<file path="config.mk">
export PLATFORM = sky130hd
export DESIGN_NAME = levenshtein_similarity_flat
export DESIGN_NICKNAME = d
export VERILOG_FILES = /design/src/hdl/lvs_pkg.sv /design/src/hdl/lvs_if.sv /design/src/hdl/lvs_ram.sv /design/src/hdl/levenshtein_similarity.sv /design/src/flat_wrapper.sv
export SDC_FILE = /design/constraint.sdc
export NUM_CORES = 2
export LEC_CHECK = 0
export BUFFER_PORTS_ARGS = -buffer_cell sky130_fd_sc_hd__clkbuf_2
export CORE_ASPECT_RATIO = 1.5
export CORE_MARGIN = 10
export CORE_UTILIZATION = 38
export DETAILED_ROUTE_END_ITERATION = 6
export PLACE_DENSITY = 0.58
export SYNTH_ARGS = -nofsm -noshare
export SYNTH_HDL_FRONTEND = slang
export SYNTH_SLANG_ARGS = --single-unit
</file>
<file path="constraint.sdc">
create_clock -name clk -period 8.8 [get_ports clk]
set_input_delay 2.64 -clock clk [delete_from_list [all_inputs] [get_ports clk]]
set_output_delay 2.64 -clock clk [all_outputs]
set_load 0.02 [all_outputs]
</file>
<file path="src/hdl/lvs_pkg.sv">
// ----------------------------------------------------------------------------
// lvs_pkg
// Shared types and constants of the Levenshtein similarity block.
// ----------------------------------------------------------------------------
package lvs_pkg;

  localparam int FUNC_W = 2;
  localparam int CH_W   = 8;
  localparam int DIST_W = 7;
  localparam int SIM_W  = 17;

  // Command selectors carried in the func field.
  localparam logic [FUNC_W-1:0] FUNC_APPEND_A = 2'd0;
  localparam logic [FUNC_W-1:0] FUNC_APPEND_B = 2'd1;
  localparam logic [FUNC_W-1:0] FUNC_COMPUTE  = 2'd2;

  typedef enum logic [2:0] {
    ST_IDLE,
    ST_ROW,
    ST_CELL,
    ST_DIV,
    ST_EMIT
  } lvs_state_t;

endpackage

</file>
<file path="src/hdl/lvs_if.sv">
// ----------------------------------------------------------------------------
// lvs_if
// Valid/ready channels for command words and result words.
// ----------------------------------------------------------------------------
interface lvs_cmd_if;
  logic                      valid;
  logic                      ready;
  logic [lvs_pkg::FUNC_W-1:0] func;
  logic [lvs_pkg::CH_W-1:0]   ch;

  modport source (output valid, output func, output ch, input ready);
  modport sink   (input valid, input func, input ch, output ready);
endinterface

interface lvs_res_if;
  logic                      valid;
  logic                      ready;
  logic [lvs_pkg::DIST_W-1:0] distance;
  logic [lvs_pkg::SIM_W-1:0]  similarity;
  logic                      both_empty;
  logic                      overflow;

  modport source (output valid, output distance, output similarity,
                  output both_empty, output overflow, input ready);
  modport sink   (input valid, input distance, input similarity,
                  input both_empty, input overflow, output ready);
endinterface

</file>
<file path="src/hdl/lvs_ram.sv">
// ----------------------------------------------------------------------------
// lvs_ram
// Generic single-write, single-read RAM with a registered read port.
// ----------------------------------------------------------------------------
module lvs_ram #(
  parameter int WIDTH = 8,
  parameter int DEPTH = 64
) (
  input  logic                                  clk,
  input  logic                                  we,
  input  logic [(DEPTH > 1 ? $clog2(DEPTH) : 1)-1:0] waddr,
  input  logic [WIDTH-1:0]                      wdata,
  input  logic                                  re,
  input  logic [(DEPTH > 1 ? $clog2(DEPTH) : 1)-1:0] raddr,
  output logic [WIDTH-1:0]                      rdata
);

  logic [WIDTH-1:0] mem [DEPTH];

  always_ff @(posedge clk) begin
    if (we) begin
      mem[waddr] <= wdata;
    end
    // hold read data while no read is issued
    if (re) begin
      rdata <= mem[raddr];
    end
  end

endmodule

</file>
<file path="src/hdl/levenshtein_similarity.sv">
// ----------------------------------------------------------------------------
// levenshtein_similarity
// Unit-cost Levenshtein distance and normalized similarity of two byte strings.
// ----------------------------------------------------------------------------
// Command words with func 0 or 1 append ch to the first or second string;
// characters beyond MAX_LEN are dropped and flag overflow. A func 2 word
// starts the compute: the block runs the dynamic programming sweep one cell
// per cycle along each row out of a cost-row RAM, one row per character of
// the first string, then a bit-serial divider forms
// similarity = floor((m - d) * 65536 / m), m the longer length, in 17 steps.
// A compute word occupies the block, which takes no command words, until its
// result is emitted; the cell rate is set by the single read and write port
// of the cost-row RAM. The result word waits in an output register, so
// appends for the next pair are taken while it is pending. Each compute word
// clears both strings and the overflow flag. With both strings empty the
// result has both_empty set and distance and similarity zero.
// Func 3 is accepted and ignored.
// ----------------------------------------------------------------------------
module levenshtein_similarity #(
  parameter int MAX_LEN = 64
) (
  input  logic      clk,
  input  logic      rst,
  lvs_cmd_if.sink   cmd,
  lvs_res_if.source res
);

  localparam int LW    = $clog2(MAX_LEN + 1);             // lengths, costs, row index
  localparam int AW    = (MAX_LEN > 1) ? $clog2(MAX_LEN) : 1; // string address
  localparam int DW    = (LW > lvs_pkg::DIST_W) ? LW : lvs_pkg::DIST_W;
  localparam int CNT_W = $clog2(lvs_pkg::SIM_W + 1);

  lvs_pkg::lvs_state_t state, state_next;

  // String fill state
  logic [LW-1:0] len_a, len_b;
  logic          ov_seen;

  // Working copy of one compute
  logic [LW-1:0] n1, n2, m;
  logic          ov_hold, empty_hold;
  logic [LW-1:0] i, j;
  logic [LW-1:0] diag, left;
  logic [LW-1:0] lev_dist;
  logic [LW:0]   rem;
  logic [lvs_pkg::SIM_W-1:0] quo;
  logic [CNT_W-1:0] cnt;

  // RAM ports
  logic          a_we, a_re, b_we, b_re, c_we, c_re;
  logic [AW-1:0] a_raddr, b_raddr;
  logic [LW-1:0] c_raddr;
  logic [lvs_pkg::CH_W-1:0] a_rd, b_rd;
  logic [LW-1:0] c_rd;

  // Handshakes
  logic cmd_fire, res_free, is_compute;
  assign cmd.ready  = (state == lvs_pkg::ST_IDLE);
  assign cmd_fire   = cmd.valid && cmd.ready;
  assign is_compute = (cmd.func == lvs_pkg::FUNC_COMPUTE);
  assign res_free   = !res.valid || res.ready;

  // DP cell: minimum of delete, insert and substitute
  logic [LW-1:0] i_m1, above, best, len_max;
  logic [LW:0]   above1, left1, sub, min_ai, best_w;
  logic          mism, last_col, last_row;

  assign i_m1    = i - 1'b1;
  assign mism    = (a_rd != b_rd);
  // the first row reads its costs from the column index, not the RAM
  assign above   = (i == LW'(1)) ? j : c_rd;
  assign above1  = {1'b0, above} + 1'b1;
  assign left1   = {1'b0, left} + 1'b1;
  assign sub     = {1'b0, diag} + {{LW{1'b0}}, mism};
  assign min_ai  = (above1 < left1) ? above1 : left1;
  assign best_w  = (sub < min_ai) ? sub : min_ai;
  assign best    = best_w[LW-1:0];
  assign last_col = (j == n2);
  assign last_row = (i == n1);
  assign len_max = (len_a > len_b) ? len_a : len_b;

  // Divider step
  logic          ge;
  logic [LW:0]   r_sub;
  assign ge    = (rem >= {1'b0, m});
  assign r_sub = ge ? (rem - {1'b0, m}) : rem;

  // Distance saturation for wide MAX_LEN
  logic [DW-1:0] dist_ext;
  assign dist_ext = DW'(lev_dist);

  // --------------------------------------------------------------------------
  // State register
  // --------------------------------------------------------------------------
  always_ff @(posedge clk) begin
    if (rst) begin
      state <= lvs_pkg::ST_IDLE;
    end else begin
      state <= state_next;
    end
  end

  // --------------------------------------------------------------------------
  // Next state and RAM controls
  // --------------------------------------------------------------------------
  always_comb begin
    state_next = state;
    a_we    = 1'b0;
    b_we    = 1'b0;
    a_re    = 1'b0;
    b_re    = 1'b0;
    c_re    = 1'b0;
    c_we    = 1'b0;
    a_raddr = i_m1[AW-1:0];
    b_raddr = j[AW-1:0];
    c_raddr = j + 1'b1;
    case (state)
      lvs_pkg::ST_IDLE: begin
        if (cmd_fire) begin
          a_we = (cmd.func == lvs_pkg::FUNC_APPEND_A) && (len_a < LW'(MAX_LEN));
          b_we = (cmd.func == lvs_pkg::FUNC_APPEND_B) && (len_b < LW'(MAX_LEN));
          if (is_compute) begin
            if (len_max == '0) begin
              state_next = lvs_pkg::ST_EMIT;
            end else if (len_a == '0 || len_b == '0) begin
              state_next = lvs_pkg::ST_DIV;
            end else begin
              state_next = lvs_pkg::ST_ROW;
            end
          end
        end
      end
      lvs_pkg::ST_ROW: begin
        // fetch this row's character and the first column's operands
        a_re       = 1'b1;
        b_re       = 1'b1;
        c_re       = 1'b1;
        b_raddr    = '0;
        c_raddr    = LW'(1);
        state_next = lvs_pkg::ST_CELL;
      end
      lvs_pkg::ST_CELL: begin
        c_we = 1'b1;
        // prefetch the next column while this one is written
        b_re = !last_col;
        c_re = !last_col;
        if (last_col) begin
          state_next = last_row ? lvs_pkg::ST_DIV : lvs_pkg::ST_ROW;
        end
      end
      lvs_pkg::ST_DIV: begin
        if (cnt == CNT_W'(1)) begin
          state_next = lvs_pkg::ST_EMIT;
        end
      end
      lvs_pkg::ST_EMIT: begin
        if (res_free) begin
          state_next = lvs_pkg::ST_IDLE;
        end
      end
      default: begin
        state_next = lvs_pkg::ST_IDLE;
      end
    endcase
  end

  // --------------------------------------------------------------------------
  // Fill counters, sweep and divider datapath
  // --------------------------------------------------------------------------
  always_ff @(posedge clk) begin
    if (rst) begin
      len_a   <= '0;
      len_b   <= '0;
      ov_seen <= 1'b0;
    end else if (cmd_fire) begin
      case (cmd.func)
        lvs_pkg::FUNC_APPEND_A: begin
          if (a_we) len_a <= len_a + 1'b1;
          else      ov_seen <= 1'b1;
        end
        lvs_pkg::FUNC_APPEND_B: begin
          if (b_we) len_b <= len_b + 1'b1;
          else      ov_seen <= 1'b1;
        end
        lvs_pkg::FUNC_COMPUTE: begin
          // clear for the next pair; the compute works from its own copy
          len_a   <= '0;
          len_b   <= '0;
          ov_seen <= 1'b0;
        end
        default: begin
        end
      endcase
    end
  end

  always_ff @(posedge clk) begin
    case (state)
      lvs_pkg::ST_IDLE: begin
        if (cmd_fire && is_compute) begin
          n1         <= len_a;
          n2         <= len_b;
          m          <= len_max;
          ov_hold    <= ov_seen;
          empty_hold <= (len_max == '0);
          i          <= LW'(1);
          // one empty string: distance is the other length
          lev_dist   <= len_max;
          rem        <= '0;
          quo        <= '0;
          cnt        <= CNT_W'(lvs_pkg::SIM_W);
        end
      end
      lvs_pkg::ST_ROW: begin
        j    <= LW'(1);
        diag <= i_m1;
        left <= i;
      end
      lvs_pkg::ST_CELL: begin
        diag <= above;
        left <= best;
        if (last_col) begin
          i <= i + 1'b1;
          if (last_row) begin
            lev_dist <= best;
            rem      <= {1'b0, m - best};
          end
        end else begin
          j <= j + 1'b1;
        end
      end
      lvs_pkg::ST_DIV: begin
        quo <= {quo[lvs_pkg::SIM_W-2:0], ge};
        rem <= {r_sub[LW-1:0], 1'b0};
        cnt <= cnt - 1'b1;
      end
      default: begin
      end
    endcase
  end

  // --------------------------------------------------------------------------
  // Output register
  // --------------------------------------------------------------------------
  always_ff @(posedge clk) begin
    if (rst) begin
      res.valid <= 1'b0;
    end else if (state == lvs_pkg::ST_EMIT && res_free) begin
      res.valid <= 1'b1;
    end else if (res.ready) begin
      res.valid <= 1'b0;
    end
  end

  always_ff @(posedge clk) begin
    if (state == lvs_pkg::ST_EMIT && res_free) begin
      res.distance   <= (dist_ext > DW'(127)) ? lvs_pkg::DIST_W'(127)
                                              : dist_ext[lvs_pkg::DIST_W-1:0];
      res.similarity <= empty_hold ? '0 : quo;
      res.both_empty <= empty_hold;
      res.overflow   <= ov_hold;
    end
  end

  // --------------------------------------------------------------------------
  // Memories
  // --------------------------------------------------------------------------
  lvs_ram #(.WIDTH(lvs_pkg::CH_W), .DEPTH(MAX_LEN)) u_str_a (
    .clk   (clk),
    .we    (a_we),
    .waddr (len_a[AW-1:0]),
    .wdata (cmd.ch),
    .re    (a_re),
    .raddr (a_raddr),
    .rdata (a_rd)
  );

  lvs_ram #(.WIDTH(lvs_pkg::CH_W), .DEPTH(MAX_LEN)) u_str_b (
    .clk   (clk),
    .we    (b_we),
    .waddr (len_b[AW-1:0]),
    .wdata (cmd.ch),
    .re    (b_re),
    .raddr (b_raddr),
    .rdata (b_rd)
  );

  lvs_ram #(.WIDTH(LW), .DEPTH(MAX_LEN + 1)) u_cost_row (
    .clk   (clk),
    .we    (c_we),
    .waddr (j),
    .wdata (best),
    .re    (c_re),
    .raddr (c_raddr),
    .rdata (c_rd)
  );

  // --------------------------------------------------------------------------
  // Assertions
  // --------------------------------------------------------------------------
  a_cell_col: assert property (@(posedge clk) disable iff (rst)
    (state == lvs_pkg::ST_CELL) |-> (j >= LW'(1) && j <= n2 && i <= n1))
    else $error("sweep column or row out of range");

  a_compute_clears: assert property (@(posedge clk) disable iff (rst)
    (cmd_fire && is_compute) |=> (len_a == '0 && len_b == '0 && !ov_seen))
    else $error("strings not cleared by compute");

  a_div_rem: assert property (@(posedge clk) disable iff (rst)
    (state == lvs_pkg::ST_DIV) |-> (rem < {m, 1'b0}))
    else $error("divider remainder out of range");

  a_empty_result: assert property (@(posedge clk) disable iff (rst)
    (res.valid && res.both_empty) |-> (res.distance == '0 && res.similarity == '0))
    else $error("empty pair gave nonzero result");

  a_full_scale: assert property (@(posedge clk) disable iff (rst)
    (res.valid && !res.both_empty) |->
      ((res.distance == '0) == (res.similarity == lvs_pkg::SIM_W'(65536))))
    else $error("similarity full scale does not match zero distance");

endmodule

</file>
<file path="src/flat_wrapper.sv">
// flat-port wrapper written by rule: the top's interface ports become plain ports
module levenshtein_similarity_flat 
#(
  parameter int MAX_LEN = 64
)
  (clk, rst, cmd_valid, cmd_func, cmd_ch, cmd_ready, res_valid, res_distance, res_similarity, res_both_empty, res_overflow, res_ready);
  lvs_cmd_if cmd_i ();
  lvs_res_if res_i ();
  input  logic clk;
  input  logic rst;
  input wire logic [$bits(cmd_i.valid)-1:0] cmd_valid;
  input wire logic [$bits(cmd_i.func)-1:0] cmd_func;
  input wire logic [$bits(cmd_i.ch)-1:0] cmd_ch;
  output wire logic [$bits(cmd_i.ready)-1:0] cmd_ready;
  output wire logic [$bits(res_i.valid)-1:0] res_valid;
  output wire logic [$bits(res_i.distance)-1:0] res_distance;
  output wire logic [$bits(res_i.similarity)-1:0] res_similarity;
  output wire logic [$bits(res_i.both_empty)-1:0] res_both_empty;
  output wire logic [$bits(res_i.overflow)-1:0] res_overflow;
  input wire logic [$bits(res_i.ready)-1:0] res_ready;
  assign cmd_i.valid = cmd_valid;
  assign cmd_i.func = cmd_func;
  assign cmd_i.ch = cmd_ch;
  assign cmd_ready = cmd_i.ready;
  assign res_valid = res_i.valid;
  assign res_distance = res_i.distance;
  assign res_similarity = res_i.similarity;
  assign res_both_empty = res_i.both_empty;
  assign res_overflow = res_i.overflow;
  assign res_i.ready = res_ready;
  levenshtein_similarity #(.MAX_LEN(MAX_LEN)) u_core (.clk(clk), .rst(rst), .cmd(cmd_i), .res(res_i));
endmodule
</file>
# After elaboration in Yosys (flattened, before gate mapping)
# Memory sizes are Yosys's and may differ from the RTL's. A register that Yosys moved wholly into a read port is not among the register bits.
# Cells that the tools add are included.
# classes
add_sub_neg	11
n_lt_le_gt_ge	7
eq_ne	23
n_mux	57
n_reduce_logical	32
# ops
operator	count
one-hot mux 7 bit (2 select lines)	7
two-way mux 7 bit	13
one-hot mux 17 bit (2 select lines)	1
two-way mux 8 bit	4
adder 7 x 1 -> 7 bit (second input constant)	4
one-hot mux 8 bit (3 select lines)	1
logical NOT 7 bit	3
two-way mux 3 bit	6
two-way mux 17 bit	1
adder 7 x 1 -> 8 bit (second input constant)	2
less-than comparator 8 bit	2
two-way mux 1 bit	16
one-hot mux 3 bit (5 select lines)	1
equality test 7 bit	2
less-than comparator 7 bit (second input constant)	2
subtractor 7 bit	2
inequality test 2 x 1 -> 1 bit (second input constant)	6
inequality test 2 bit (second input constant)	6
AND reduction 4 bit	3
nonzero test 2 bit	6
one-hot mux 5 bit (2 select lines)	1
AND reduction 3 bit	3
adder 7 x 1 -> 8 bit	1
>= comparator 8 x 7 -> 1 bit	1
25 further kinds	36
# totals
register_bits	133
ramBits	1479
inputBits	14
output_inout_bits	28
wordCells	155
memories	3
# memory_table
memory	depth	word_bits	rd	rd_ports_with_merged_regs	write_ports	line	text
u_core.u_str_a.mem	64	8	1	1	1	lvs_ram.sv:18	logic [WIDTH-1:0] mem [DEPTH];
u_core.u_str_b.mem	64	8	1	1	1	lvs_ram.sv:18	
u_core.u_cost_row.mem	65	7	1	1	1	lvs_ram.sv:18	

# Longest topological paths before layout
# logic_depth
word_depth	11
depth_mapped	37
depth_no_buf	35

# Hierarchy
# From an unflattened synthesis, not the netlist that was laid out.
# unflattened
cells_unflattened	3427
area_unflattened_um2	66221.0
# modules_own_cells
module	n_inst	cells_each	area_per_inst_um2	seq_area_each_um2
lvs_ram at u_core.u_str_a ...	2	940	20246.9	15615.0
lvs_ram at u_core.u_cost_row	1	818	18044.8	13873.3
levenshtein_similarity	1	729	7682.4	3803.6

# Worst setup path before layout
# Ideal clock, no wire load.
# synth_timing
kind	reg-to-reg
from	register u_core.i[1]
to	register u_core.rem[5] (data pin)
setup_time_ns	0.271
arrival_time_ns	7.432
required_ns	8.529
path_slack_ns	1.097
path_stages_with_launch	36
path_buffers	2
synth_period_minus_slack_ns	7.703
path_cell_list	edfxtp_1 inv_1 ha_1 nor2b_1 nand2_1 nand2_1 nand2_1 ha_1 clkbuf_1 or3_1 and2_1 ha_1 a211oi_1 o211ai_1 a31oi_2 or2_1 buf_2 a21o_1 inv_1 ha_1 and3_1 and3_1 o2111ai_1 o21ai_0 a41o_1 nor2_2 a21oi_1 inv_1 ha_1 inv_1 a21o_1 maj3_2 o31a_1 o31a_1 nor3_1 o31ai_2
# synth_via
elab_chain_len	11
# synth_lines
item	line	text
from (decl)	levenshtein_similarity.sv:42	logic [LW-1:0] i, j;
from (signal assigned)	levenshtein_similarity.sv:223	i <= i + 1'b1;
equality test 7 x 1 -> 1 bit (*)	levenshtein_similarity.sv:71	assign above = (i == LW'(1)) ? j : c_rd;
two-way mux 7 bit (*)	levenshtein_similarity.sv:71	
adder 7 x 1 -> 8 bit (*)	levenshtein_similarity.sv:72	assign above1 = {1'b0, above} + 1'b1;
less-than comparator 8 bit	levenshtein_similarity.sv:75	assign min_ai = (above1 < left1) ? above1 : left1;
two-way mux 8 bit (*)	levenshtein_similarity.sv:75	
less-than comparator 8 bit	levenshtein_similarity.sv:76	assign best_w = (sub < min_ai) ? sub : min_ai;
two-way mux 7 bit (*)	levenshtein_similarity.sv:76	
via u_core.best_w[0]	levenshtein_similarity.sv:65	logic [LW:0] above1, left1, sub, min_ai, best_w;
subtractor 7 bit (*)	levenshtein_similarity.sv:226	rem <= {1'b0, m - best};
two-way mux 8 bit (*)	levenshtein_similarity.sv:224	if (last_row) begin
two-way mux 8 bit (*)	levenshtein_similarity.sv:222	if (last_col) begin
one-hot mux 8 bit (3 select lines) (*)	levenshtein_similarity.sv:198	case (state)
to (signal assigned)	levenshtein_similarity.sv:226	
to (signal assigned)	levenshtein_similarity.sv:234	rem <= {r_sub[LW-1:0], 1'b0};
to (decl)	levenshtein_similarity.sv:45	logic [LW:0] rem;
# Mark *: on every way through the listed nets, which the timed path passes. The rest lies on a longest branch. The select of a mux whose other input is x is not followed.
# A chain may end at the register's enable or synchronous reset.

# Worst setup path after layout
# layout_timing
from	register u_core.i[1]
to	register u_core.rem[6] (data pin)
# Same word-level chain as after synthesis.

==> metrics <==
Ports 42; worst slew pin tran 1230 ps; area of the multi-input gates 16,900 µm²; HPWL after detailed placement 108 mm; Setup crit end kind flop; EDFF count, synth 1,616; Startpoint Class flop; register area share after synthesis 73.2%; total grt overflow 0; CP Capture Point u_core.rem[6]; final setup fails 0; CTS Root Cell clkbuf_16; vias per inst 5.55; cell count along the critical path 33; final hold viol count 0; vias in the first global route 37.5k; Cells after Synth 4,345; power density cells 275 nW/µm²; Clock Latency Late Sink 790 ps; Final min period 8030 ps; most frequent CP cell ha_1; GRT Resource Usage Total 17.2%; commonest non-fill, non-tap cell in the layout edfxtp_1; slew margin rel. 17.0%; Fillers 15.6k; drt drc 0; DRT Pass-1 Iters 6; status complete, no violations; core outline area 175,000 µm²; Syn Std Cell Area 66,900 µm²; RSZ-0062 raised after global routing no; crit-path max FO 12; Worst VDD drop 0.000451 V; Starting Density 38.2%; Sink Count 1,635; antenna viol nets, final 0; LEAKAGE 0.0239 µW; initial drt markers 3,321; drt wl/cell 25.3 µm; count of non-filler cells in the finished layout 6,719; Worst Hold Class reg -> reg; fin nets 4,385; Crit path max-delay family simple AND/OR/NAND/NOR gates; Setup TNS 0 ps; final worst-path cycle share 91.3%; slowest stage delay, CP 500 ps; Yosys top cell area share 72.6%; final RePlAce weighted congestion 0.843; CP startpoint u_core.i[1]; Area Growth Syn to Fin 10.9%; WP buf/inv 3; Final Routed Wirelength 170 mm; top cells by area, synth edfxtp_1 73%, mux4_2 6.2%, nand2_1 3.4%, nor2_1 1.8%, nand3_1 1.4%; clock buffer count from CTS 143; CTS H-Tree Depth 4; Worst-path clk slew 70 ps; Cells after DPL 6,461; die extent in x 362 µm; Layout Skew 27.2 ps; synthesized net count 4,404; layout cells sized above 1 12.8%; maximum root-to-sink buffer count 3; r2r endpoint u_core.rem[6]; post-synth cell types 76; site row count 188; vias 37.3k; port bufs 41; CTS tree yes; Reg area 48,900 µm²; Post-CTS Setup Bufs 0; Die Y 534 µm; fmax 124 MHz; DIE AREA 193,000 µm²; Yosys warnings 0; first-pass GRT wire length 253 mm; Slew Limit Fails 0; initial antenna violation count 3; crit path DAT 8550 ps; prevailing post-synth register cell edfxtp_1; largest net degree at the start of global routing 87; Setup CP Type reg -> reg; max cap viols 0; Synth Register Bits 1,635; Synth area leader edfxtp_1; async set-reset flop share out of synthesis 0%; R2R cell count 33; Worst R2R Start u_core.i[1]; most frequent cells in the layout 1,616 x edfxtp_1, 604 x nand2_1, 317 x nor2_1; R2R setup slack 770 ps; Worst Path Required 9320 ps; Syn Area/Cell 15.4 µm²; CP max stage cell edfxtp_1
## timing repair
action | 4_1_cts | 5_1_grt
endpoints found under the setup margin | 0 | 2
endpoints found under the hold margin | 0 | 0
resized for setup | 0 | 3
hold buffers | 0 | 0
## Yosys cell counts (4+ instances only)
cell type  number
and2_1         27
mux2_2         17
a21oi_1       105
o211ai_1       41
a211oi_1       79
xor2_1         34
nor2_1        319
a21o_1          6
xnor2_1        39
nand4_1         9
nor2b_1        48
nand2_1       609
a31oi_1        49
nand3b_1        4
dfxtp_1        19
clkbuf_1      212
o21ai_0       116
mux2i_1        91
inv_1          44
nand3_1       184
o31ai_1        10
and3_1         65
a2111oi_0       6
o22ai_1        49
o221ai_1       68
o21a_1          6
o21bai_1        4
or3_1           5
ha_1           43
edfxtp_1     1616
buf_1          61
a311oi_1       72
nor4_1          7
nor3_1         19
mux4_2        185
nand2b_1       14
## area by class of cell
| class | count | share of cell area [%] |
|---|---|---|
| clock inverter | 77 | 1.02 |
| multi-input combinational | 2384 | 22.8 |
| tap | 2280 | 3.85 |
| timing repair buffer | 114 | 1.08 |
| inverter | 48 | 0.243 |
| antenna | 1 | 0.00337 |
| sequential | 1635 | 65.9 |
| clock buffer | 180 | 5.11 |
## how the worst min path moves through the flow
stage,from,end,depth (start not counted)
floorplan,u_core.ov_hold,u_core.res.overflow,0
global placement,u_core.ov_seen,u_core.ov_hold,0
detailed placement,u_core.dist_ext[6],u_core.res.distance[6],0
CTS,u_core.ov_hold,u_core.res.overflow,0
global route,u_core.ov_hold,u_core.res.overflow,0
finish,u_core.ov_hold,u_core.res.overflow,0
## power by group
| group | total, µW | internal, µW | switching (µW) |
|---|---|---|---|
| clock | 6220 | 3400 | 2820 |
| combinational | 4470 | 1160 | 3310 |
| sequential | 9700 | 9600 | 98.5 |
## logic make-up after synthesis
family	synth area share, %
DFF	73.2
and+or+nand+nor	8.72
AOI/OAI and AO/OA	6.51
buffers and inverters	1.85
muxes	7.88
xor gates and xnor gates	0.956
adders and majority gates	0.928
## state kept, by name (all words and copies together) (netlist names), 8 cells and up
signal / flops
u_core.rem: 8
u_core.u_str_b.mem: 512
u_core.u_str_b.rdata: 8
u_core.quo: 17
u_core.u_cost_row.mem: 455
u_core.u_str_a.mem: 512
u_core.u_str_a.rdata: 8
u_core.res.similarity: 17
## metal layers
metal | track usage, % | share of wire [%]
met1 | 20.1 | 38
met2 | 31.8 | 54
met3 | 2.23 | 4.3
met4 | 6.98 | 4.0
met5 | 0 | 0.012
## worst register-to-register path, delay by kind of cell, from the launching register on
family	cells	cell delay (ps)
AOI/OAI and AO/OA	10	2350
adders and majority gates	7	1970
buffers and inverters	3	320
DFF	1	500
and+or+nand+nor	13	2650
## metrics by stage
step / area [µm²] / power (µW) / util, % / hold slack (ps) / setup slack [ps]
floorplan: 66900 / 12500 / - / 400 / 1100
global placement: 69600 / 14300 / 39.8 / 415 / 703
detailed placement: 69600 / 14400 / 39.8 / 405 / 527
CTS: 74200 / 20500 / 42.4 / 433 / 499
global route: 74200 / 21100 / 42.4 / 442 / 74.1
finish: 74200 / 20400 / 42.4 / 435 / 767
Note: power is estimated with default switching activity, not from simulation.
